==> src/hw/rtl/tbs_pkg.sv <==
// shared types, codes and constants for the tilt balance sequencer
package tbs_pkg;

  localparam int TIMER_BITS = 16;
  localparam int REG_BITS   = 16;
  localparam int ANGLE_BITS = 24;
  localparam int CMP_BITS   = (TIMER_BITS > REG_BITS) ? TIMER_BITS : REG_BITS;
  localparam int IDX_BITS   = 2;

  localparam logic [TIMER_BITS-1:0] TIMER_MAX = {TIMER_BITS{1'b1}};

  localparam logic [REG_BITS-1:0] MARGIN_RESET    = REG_BITS'(250);
  localparam logic [REG_BITS-1:0] BD_TICKS_RESET  = REG_BITS'(25);
  localparam logic [REG_BITS-1:0] STOP_TICKS_RESET = REG_BITS'(50);

  localparam logic [IDX_BITS-1:0] REG_LEVEL_MARGIN    = 2'd0;
  localparam logic [IDX_BITS-1:0] REG_BACKDRIVE_TICKS = 2'd1;
  localparam logic [IDX_BITS-1:0] REG_STOP_TICKS      = 2'd2;

  typedef enum logic [2:0] {
    PH_WAIT      = 3'd0,
    PH_BALANCE   = 3'd1,
    PH_BACKDRIVE = 3'd2,
    PH_STOP      = 3'd3,
    PH_FINAL     = 3'd4
  } phase_t;

  typedef enum logic [2:0] {
    CMD_NONE       = 3'd0,
    CMD_JOYSTICK   = 3'd1,
    CMD_BACK       = 3'd2,
    CMD_FORWARD    = 3'd3,
    CMD_BD_BACK    = 3'd4,
    CMD_BD_FORWARD = 3'd5,
    CMD_STOP       = 3'd6
  } cmd_t;

  localparam logic [1:0] DIR_NONE = 2'd0;
  localparam logic [1:0] DIR_BACK = 2'd1;
  localparam logic [1:0] DIR_FWD  = 2'd2;

  typedef struct packed {
    logic [REG_BITS-1:0] level_margin;
    logic [REG_BITS-1:0] backdrive_ticks;
    logic [REG_BITS-1:0] stop_ticks;
  } cfg_t;

  typedef struct packed {
    logic signed [ANGLE_BITS-1:0] tilt_angle;
    logic                         hold_button;
    logic                         active;
  } tick_t;

  typedef struct packed {
    phase_t                phase;
    logic [1:0]            last_direction;
    logic [TIMER_BITS-1:0] backdrive_count;
    logic                  backdrive_running;
    logic [TIMER_BITS-1:0] stop_count;
    logic                  stop_running;
  } seq_state_t;

endpackage

==> src/hw/rtl/tilt_balance_sequencer.sv <==
// top level: input stage, sequencer state, result register
//
//  channel  | handshake                 | payload
//  ---------+---------------------------+-----------------------------------
//  in       | in_valid / in_stall       | tilt_angle, hold_button, active
//  out      | out_valid / out_stall     | drive_command, phase
//  cfg      | cfg_valid / cfg_ready     | cfg_index, cfg_data
//
// one tick per cycle while out_stall is low; an accepted tick passes the input
// register, then the result register, with the single compare-and-select
// pass between them. rst is synchronous: it empties both stages,
// returns the sequencer to wait and loads the register defaults. out_stall
// holds the result; in_stall rises only when both stages are full and held.
module tilt_balance_sequencer import tbs_pkg::*; (
  input  logic                         clk,
  input  logic                         rst,
  input  logic                         in_valid,
  output logic                         in_stall,
  input  logic signed [ANGLE_BITS-1:0] tilt_angle,
  input  logic                         hold_button,
  input  logic                         active,
  output logic                         out_valid,
  input  logic                         out_stall,
  output logic [2:0]                   drive_command,
  output logic [2:0]                   phase,
  input  logic                         cfg_valid,
  output logic                         cfg_ready,
  input  logic [IDX_BITS-1:0]          cfg_index,
  input  logic [REG_BITS-1:0]          cfg_data
);

  cfg_t       cfg;
  tick_t      s1_item;
  logic       s1_valid;
  logic       out_take;
  seq_state_t state;
  seq_state_t state_next;
  cmd_t       cmd;

  tbs_cfg_regs u_cfg (
    .clk       (clk),
    .rst       (rst),
    .cfg_valid (cfg_valid),
    .cfg_ready (cfg_ready),
    .cfg_index (cfg_index),
    .cfg_data  (cfg_data),
    .cfg       (cfg)
  );

  tbs_step_logic u_step (
    .cfg        (cfg),
    .item       (s1_item),
    .state      (state),
    .state_next (state_next),
    .cmd        (cmd)
  );

  assign out_take = !out_valid || !out_stall;
  assign in_stall = s1_valid && !out_take;

  always_ff @(posedge clk) begin
    if (rst) begin
      s1_valid <= 1'b0;
    end else if (!in_stall) begin
      s1_valid <= in_valid;
    end
  end

  always_ff @(posedge clk) begin
    if (in_valid && !in_stall) begin
      s1_item.tilt_angle  <= tilt_angle;
      s1_item.hold_button <= hold_button;
      s1_item.active      <= active;
    end
  end

  // sequencer state advances when the staged beat moves to the result register
  always_ff @(posedge clk) begin
    if (rst) begin
      state.phase             <= PH_WAIT;
      state.last_direction    <= DIR_NONE;
      state.backdrive_count   <= '0;
      state.backdrive_running <= 1'b0;
      state.stop_count        <= '0;
      state.stop_running      <= 1'b0;
    end else if (s1_valid && out_take) begin
      state <= state_next;
    end
  end

  always_ff @(posedge clk) begin
    if (rst) begin
      out_valid <= 1'b0;
    end else if (out_take) begin
      out_valid <= s1_valid;
    end
  end

  always_ff @(posedge clk) begin
    if (s1_valid && out_take) begin
      drive_command <= cmd;
      phase         <= state_next.phase;
    end
  end

`ifndef SYNTH
  a_stop_timer_only_in_stop: assert property (@(posedge clk) disable iff (rst)
    (state.phase != PH_STOP) |-> !state.stop_running)
    else $error("stop timer running outside stop phase");

  a_bd_count_only_in_backdrive: assert property (@(posedge clk) disable iff (rst)
    (state.phase != PH_BACKDRIVE) |-> (state.backdrive_count == '0))
    else $error("backdrive count left over outside backdrive phase");

  a_timers_exclusive: assert property (@(posedge clk) disable iff (rst)
    !(state.backdrive_running && state.stop_running))
    else $error("both timers running");

  a_inactive_holds_state: assert property (@(posedge clk) disable iff (rst)
    (s1_valid && out_take && !s1_item.active) |=> $stable(state))
    else $error("inactive tick changed sequencer state");
`endif

endmodule

==> src/hw/rtl/tbs_cfg_regs.sv <==
// configuration registers: margin and the two timer limits
module tbs_cfg_regs import tbs_pkg::*; (
  input  logic                clk,
  input  logic                rst,
  input  logic                cfg_valid,
  output logic                cfg_ready,
  input  logic [IDX_BITS-1:0] cfg_index,
  input  logic [REG_BITS-1:0] cfg_data,
  output cfg_t                cfg
);

  assign cfg_ready = 1'b1;

  always_ff @(posedge clk) begin
    if (rst) begin
      cfg.level_margin    <= MARGIN_RESET;
      cfg.backdrive_ticks <= BD_TICKS_RESET;
      cfg.stop_ticks      <= STOP_TICKS_RESET;
    end else if (cfg_valid && cfg_ready) begin
      case (cfg_index)
        REG_LEVEL_MARGIN:    cfg.level_margin    <= cfg_data;
        REG_BACKDRIVE_TICKS: cfg.backdrive_ticks <= cfg_data;
        REG_STOP_TICKS:      cfg.stop_ticks      <= cfg_data;
        default: begin
        end
      endcase
    end
  end

endmodule

==> src/hw/rtl/tbs_step_logic.sv <==
// next-state and drive command for one tick
module tbs_step_logic import tbs_pkg::*; (
  input  cfg_t       cfg,
  input  tick_t      item,
  input  seq_state_t state,
  output seq_state_t state_next,
  output cmd_t       cmd
);

  logic signed [ANGLE_BITS:0] angle_x;
  logic signed [ANGLE_BITS:0] margin_pos;
  logic signed [ANGLE_BITS:0] margin_neg;
  logic                       level;
  logic                       at_or_above;
  logic                       at_or_below;
  logic                       bd_done;
  logic                       stop_done;
  seq_state_t                 s;

  assign angle_x     = {item.tilt_angle[ANGLE_BITS-1], item.tilt_angle};
  assign margin_pos  = {{(ANGLE_BITS+1-REG_BITS){1'b0}}, cfg.level_margin};
  assign margin_neg  = -margin_pos;
  assign at_or_above = angle_x >= margin_pos;
  assign at_or_below = angle_x <= margin_neg;
  assign level       = (angle_x <= margin_pos) && (angle_x >= margin_neg);

  assign bd_done   = CMP_BITS'(state.backdrive_count) >= CMP_BITS'(cfg.backdrive_ticks);
  assign stop_done = CMP_BITS'(state.stop_count) >= CMP_BITS'(cfg.stop_ticks);

  always_comb begin
    s   = state;
    cmd = CMD_NONE;
    if (item.active) begin
      case (state.phase)
        PH_WAIT: begin
          cmd = CMD_JOYSTICK;
          if (item.hold_button && !level) s.phase = PH_BALANCE;
        end
        PH_BALANCE: begin
          if (level) begin
            s.phase = PH_BACKDRIVE;
          end else if (at_or_above) begin
            cmd              = CMD_BACK;
            s.last_direction = DIR_BACK;
          end else if (at_or_below) begin
            cmd              = CMD_FORWARD;
            s.last_direction = DIR_FWD;
          end
        end
        PH_BACKDRIVE: begin
          // backdrive opposite to the last balancing direction
          if (state.last_direction == DIR_FWD) begin
            cmd                 = CMD_BD_BACK;
            s.backdrive_running = 1'b1;
            s.last_direction    = DIR_NONE;
          end else if (state.last_direction == DIR_BACK) begin
            cmd                 = CMD_BD_FORWARD;
            s.backdrive_running = 1'b1;
            s.last_direction    = DIR_NONE;
          end
          if (bd_done) begin
            s.backdrive_running = 1'b0;
            s.backdrive_count   = '0;
            s.phase             = PH_STOP;
            s.stop_count        = '0;
            s.stop_running      = 1'b1;
          end
        end
        PH_STOP: begin
          cmd = CMD_STOP;
          if (stop_done || !item.hold_button) begin
            s.stop_running = 1'b0;
            s.stop_count   = '0;
            s.phase        = PH_FINAL;
          end
        end
        PH_FINAL: begin
          s.phase = (level || !item.hold_button) ? PH_WAIT : PH_BALANCE;
        end
        default: begin
          s.phase = PH_WAIT;
        end
      endcase
      // timers count at the end of the tick and saturate
      if (s.backdrive_running && (s.backdrive_count != TIMER_MAX)) begin
        s.backdrive_count = s.backdrive_count + TIMER_BITS'(1);
      end
      if (s.stop_running && (s.stop_count != TIMER_MAX)) begin
        s.stop_count = s.stop_count + TIMER_BITS'(1);
      end
    end
    state_next = s;
  end

endmodule
==> config.mk <==
export PLATFORM = sky130hd
export DESIGN_NAME = tilt_balance_sequencer
export DESIGN_NICKNAME = d
export VERILOG_FILES = /design/src/hw/rtl/tbs_pkg.sv /design/src/hw/rtl/tilt_balance_sequencer.sv /design/src/hw/rtl/tbs_cfg_regs.sv /design/src/hw/rtl/tbs_step_logic.sv
export SDC_FILE = /design/constraint.sdc
export NUM_CORES = 1
export LEC_CHECK = 0
export BUFFER_PORTS_ARGS = -buffer_cell sky130_fd_sc_hd__buf_2
export CORE_UTILIZATION = 37
export DETAILED_ROUTE_END_ITERATION = 6
export PLACE_DENSITY = 0.65
export SLEW_MARGIN = 20
export SYNTH_ARGS = -nofsm -noshare
export SYNTH_HDL_FRONTEND = slang
export SYNTH_SLANG_ARGS = --single-unit
==> constraint.sdc <==
create_clock -name clk -period 6.95 [get_ports clk]
set_clock_uncertainty 0.15 [all_clocks]
set_input_delay 0 -clock clk [delete_from_list [all_inputs] [get_ports clk]]
set_output_delay 0 -clock clk [all_outputs]
set_load 0.01 [all_outputs]
* Word level (Yosys, flattened, before mapping)
Cells that the tools add are included.
Operators by class: add/sub/neg operators 3, order comparisons 6, equality and inequality tests 13, muxes and demuxes 29, reductions and logical operators 24
Operators with widths (count):
- $mux 17 | 4
- $mux 39 | 1
- $mux 34 | 1
- $pmux 17 s2 | 1
- $add 16x1->16 const B | 2
- $ge 16x16->1 | 2
- $mux 16 | 2
- $ne 16x16->1 const B | 2
- $ge 24x25->1 | 1
- $le 24x25->1 | 1
- $neg 16->25 | 1
- $ge 24x17->1 | 1
- $le 24x17->1 | 1
- $mux 3 | 8
- $pmux 3 s5 | 1
- $mux 2 | 6
- $pmux 3 s4 | 1
- $reduce_and 2->1 | 4
- $logic_and 1x1->1 | 7
- $eq 3x2->1 const B | 2
- $logic_not 1->1 | 6
- $ne 3x1->1 const B | 2
- $reduce_and 6->1 | 1
- $eq 2x1->1 const B | 2
- 10 further kinds | 15
Storage, ports and cells: flip-flop bits (word level) 121, input port bits 49, output and inout bits 9, word-level logic and storage cells 91

* Depth between registers and ports, before layout
word-level depth 10, gate-level depth with buffers 18, depth with buffers taken out 17

* Hierarchy
Synthesis repeated with hierarchy kept, for this count alone.
Second synthesis, totals: cell total of the unflattened synthesis 908, area, all modules 8293.0 µm²
By module, submodules not included:
- tbs_step_logic | times used 1, cells an instance 513, area an instance 3545.9 µm², sequential area each 0.0 µm²
- tilt_balance_sequencer | times used 1, cells an instance 210, area an instance 2798.9 µm², sequential area each 1781.7 µm²
- tbs_cfg_regs | times used 1, cells an instance 185, area an instance 1948.1 µm², sequential area each 960.9 µm²

* Least setup slack after synthesis
No wires, ideal clock.
path type register -> register, start register, netlist name u_cfg.cfg[35], end register, netlist name state[34], library setup time 0.087 ns, arrival 3.418 ns, required time 6.713 ns, slack 3.295 ns, cell stages (with the launch flop) 18, path buffers 1, period minus slack after synthesis 3.655 ns, cells stage by stage dfxtp_1 > inv_1 > nand4_1 > nor2_1 > nand2_1 > or4_1 > clkbuf_1 > nor3_1 > xnor2_1 > ha_1 > nand4_1 > nor3_1 > o211ai_1 > a21oi_1 > mux2i_1 > o21ba_2 > or4b_1 > o31ai_1
On the way: longest elaborated chain between the ends 5, elaborated cells between the ends (all ways) 12, classes of those cells add/sub (1); order compare (4); eq/ne (2); mux (3); reduce/logical (2)
RTL lines:
- $neg 16->25 | RTL line tbs_step_logic.sv:22 | assign margin_neg = -margin_pos;
- $ge 24x25->1 | RTL line tbs_step_logic.sv:25 | assign level = (angle_x <= margin_pos) && (angle_x >= margin_neg);
- $logic_and 1x1->1 | RTL line tbs_step_logic.sv:25
- $ne 2x2->1 (no source line)
- $reduce_and 6->1 (no source line)
Several ways; a longest one is shown, not always the timed one. The select of a mux whose other input is x is not followed. A chain may end at the register's enable or synchronous reset.

==> reports/metrics.yaml <==
hold_path:
  min_from: "cfg_valid"
  hold_path.class: "in2reg"
synth:
  netlist.area_leader.share_pct: 25.3
  netlist_area_mm2: 0.00705
  synth_edf_count: 32
  syn_nets: 963
  synth.ff_latch_count: 121
  synthArstFlopShare_pct: 0
  synth_commonest_cells: "125 x nand2_1, 89 x dfxtp_1, 78 x ha_1, 74 x a21oi_1, 65 x nor2_1"
  yosysMostFrequentCell: "nand2_1"
  synth_cell_types: 59
  syn-instance-count: 836
  synth_ff_type: "dfxtp_1"
  ys_seq_area_share_pct: 38.9
  synth_area_leader_cell: "dfxtp_1"
  ys_warn_count: 0
  ys_top_cells_by_area: "dfxtp_1 25%, ha_1 14%, edfxtp_1 14%, nand2_1 6.7%, a21oi_1 5.3%"
  syn_avg_cell_area_um2: 8.43
drt:
  drt_iter0_drc: 496
  first_pass_iters: 5
  wl_per_cell_um: 15.3
  viasPerCell: 5.28
  via_count: 6187
  drtAntennaViolNets: 0
  drt-total-wl_um: 18000
  drc: 0
cts:
  cts.clk_slew.worst_paths_ns: 0.06
  clkSinkCount: 121
  clock_latency_ns: 0.42
  htreeDepth: 4
  cts_tree: "yes"
  cts.path.max_buffers: 2
  numCtsBuffers: 17
  root_buffer: "clkbuf_16"
placed_design:
  place_congestion: 0.816
  dpl.hpwl_um: 12600
  io_buffers: 56
sta:
  fin_hold_ws_ns: 0.100
  worstMarginPinSlew_ns: 0.977
  rsz0062_at_grt: "no"
  fin_crit_sh_pct: 63.4
  hold_violations: 0
  final-setup-viol-count: 0
  fin_setup_tns_ns: 0
  final_max_slew_viol_count: 0
  timing.fmax_mhz: 227
  fin_crit_ns: 4.41
  slew_headroom_pct: 34.9
grt:
  grt_overflow: 0
  antenna_found_initial: 0
  grt_max_degree: 93
  grt_pass1_wl_um: 29500
  grt.total_usage_pct: 19.3
  first_global_vias: 5992
floorplan:
  num_rows: 50
  die_h_um: 140
  die_area_mm2: 0.0196
  pin_count: 58
  core_mm2: 0.0187
  die_w_um: 140
  start_util_pct: 37.7
setup_path:
  required_ns: 7.09
  worstPathCellList: "inv_1 -> nand4_1 -> nor2_1 -> nand2_1 -> nor3_1 -> nand2_1 -> nor4_1 -> xnor2_1 -> ha_1 -> nand4_1 -> nor3_1 -> o211ai_1 -> a21oi_1 -> mux2i_1 -> nor2_2 -> o32ai_1 -> mux2_2"
  arrival_ns: 4.55
  cp_top_family: "simple AND/OR/NAND/NOR gates"
  timing.rr.start: "u_cfg.cfg[35]$_SDFFE_PP1P_"
  slowest_delay_ns: 0.50
  crit_path_start: "u_cfg.cfg[35]$_SDFFE_PP1P_"
  critPathSlowestCell: "mux2i_1"
  worstSetupPathType: "reg2reg"
  crit_fanout: 7
  critPathLaunchType: "register"
  path_buf_inv: 1
  critPathCaptureType: "register"
status:
  status: "finished, final reports clean"
power_and_ir_drop:
  p_per_area_mw_per_mm2: 211
  p_leak_nw: 3.41
  ir_worst_vdd_mv: 0.184
cells_and_area:
  drive_above_1_share_pct: 11.8
  antenna_cells: 0
  final_net_count: 1052
  synthToLayoutAreaGrowth_pct: 22.2
  fillers: 1820
job:
  drv_cap: 0
[worst reg2reg max path, stage by stage (launching register included)]
cell and delay (ns):
dfxtp_1 0.29, inv_1 0.16, nand4_1 0.14, nor2_1 0.14, nand2_1 0.11, nor3_1 0.28
nand2_1 0.27, nor4_1 0.29, xnor2_1 0.12, ha_1 0.32, nand4_1 0.19, nor3_1 0.25
o211ai_1 0.11, a21oi_1 0.23, mux2i_1 0.50, nor2_2 0.13, o32ai_1 0.37, mux2_2 0.22
[cell type report]
class | instances | area [um2] | share of cell area [%]
sequential | 121 | 2740 | 31.8
clock inverter | 11 | 109 | 1.26
multi-input combinational | 613 | 3940 | 45.7
tap | 234 | 293 | 3.40
inverter | 63 | 236 | 2.75
timing repair buffer | 109 | 796 | 9.24
clock buffer | 21 | 503 | 5.84
[per-stage QoR]
stage / worst slack [ns] / instances / total power, W / utilization [%] / cell area [um2]
after detailed placement: 2.63 / 1093 / 0.000913 / 40.3 / 7530
final: 2.54 / 1172 / 0.00182 / 46.1 / 8610
after CTS: 2.57 / 1172 / 0.00183 / 46.1 / 8610
after floorplan: 3.30 / 836 / 0.000861 / - / 7050
after global placement: 2.56 / 1093 / 0.000911 / 40.2 / 7530
after global routing: 2.15 / 1172 / 0.00189 / 46.1 / 8610
[power by group]
part / internal (W) / switching [W]
clock network: 0.000556 / 0.000340
registers: 0.000747 / 0.0000159
logic: 0.0000699 / 0.0000872
[logic make-up (layout without fill, tap and decap cells)]
logic type / Yosys count / in the layout / share of synthesized area, %
and+or+nand+nor: 348 / 348 / 23.7
buffers and inverters: 102 / 204 / 5.50
muxes: 6 / 6 / 0.905
other: 1 / 1 / 0.0532
xor gates and xnor gates: 37 / 37 / 4.60
adders and majority gates: 78 / 78 / 13.8
DFF: 121 / 121 / 38.9
AOI/OAI and AO/OA: 143 / 143 / 12.5
[placed cells by master, fill, tap and decap left out, types with 4 or more instances in the layout]
cell | Yosys | final
nand3_1 | 36 | 36
edfxtp_1 | 32 | 32
a21o_1 | 7 | 7
a21oi_1 | 74 | 74
nand2_1 | 125 | 125
buf_2 | 1 | 56
nor2_1 | 65 | 65
clkbuf_16 | 0 | 19
inv_1 | 62 | 62
o211ai_1 | 6 | 6
o21ai_0 | 17 | 17
and2_1 | 5 | 5
dfxtp_1 | 89 | 89
nor4_1 | 24 | 24
nand3b_1 | 8 | 8
dlygate4sd3_1 | 0 | 47
xnor2_1 | 15 | 15
a211oi_1 | 4 | 4
ha_1 | 78 | 78
buf_4 | 1 | 6
o21a_1 | 4 | 4
nor3_1 | 30 | 29
xor2_1 | 22 | 22
a211o_1 | 11 | 11
clkinvlp_4 | 0 | 4
and3_1 | 8 | 8
nand4_1 | 17 | 17
[registers in the layout, indices dropped and copies added (netlist names)]
| signal | flops |
|---|---|
| out_valid | 1 |
| u_cfg.cfg | 48 |
| state | 39 |
| phase | 3 |
| s1_item | 26 |
| s1_valid | 1 |
| drive_command | 3 |
[metal layers]
layer  track usage (%)  vias to the layer above  share of wire [%]
met5                 0                        -                  0
met4              6.25                        0                1.5
met3              4.72                       21                4.4
met2              31.0                      137                 46
met1              25.3                     2908                 48
li1                  -                     3121                  -
[path summary, 6_finish.rpt]
kind / endpoint / slack, ns / cells after the start
min reg2reg: u_cfg.cfg[22]$_SDFFE_PP0P_ / 0.30 / 2
max: phase[0]$_DFFE_PP_ / 2.54 / 17
max reg2reg: phase[0]$_DFFE_PP_ / 2.54 / 17
min: u_cfg.cfg[40]$_SDFFE_PP0P_ / 0.10 / 5
[repair_timing]
| item | CTS | global route |
|---|---|---|
| hold buffers | 47 | 0 |
| resized for setup | 0 | 0 |
| endpoints found under the hold margin | 76 | 0 |
| buffers inserted | 0 | 0 |
No activity file was read; power rests on OpenSTA's default activity.
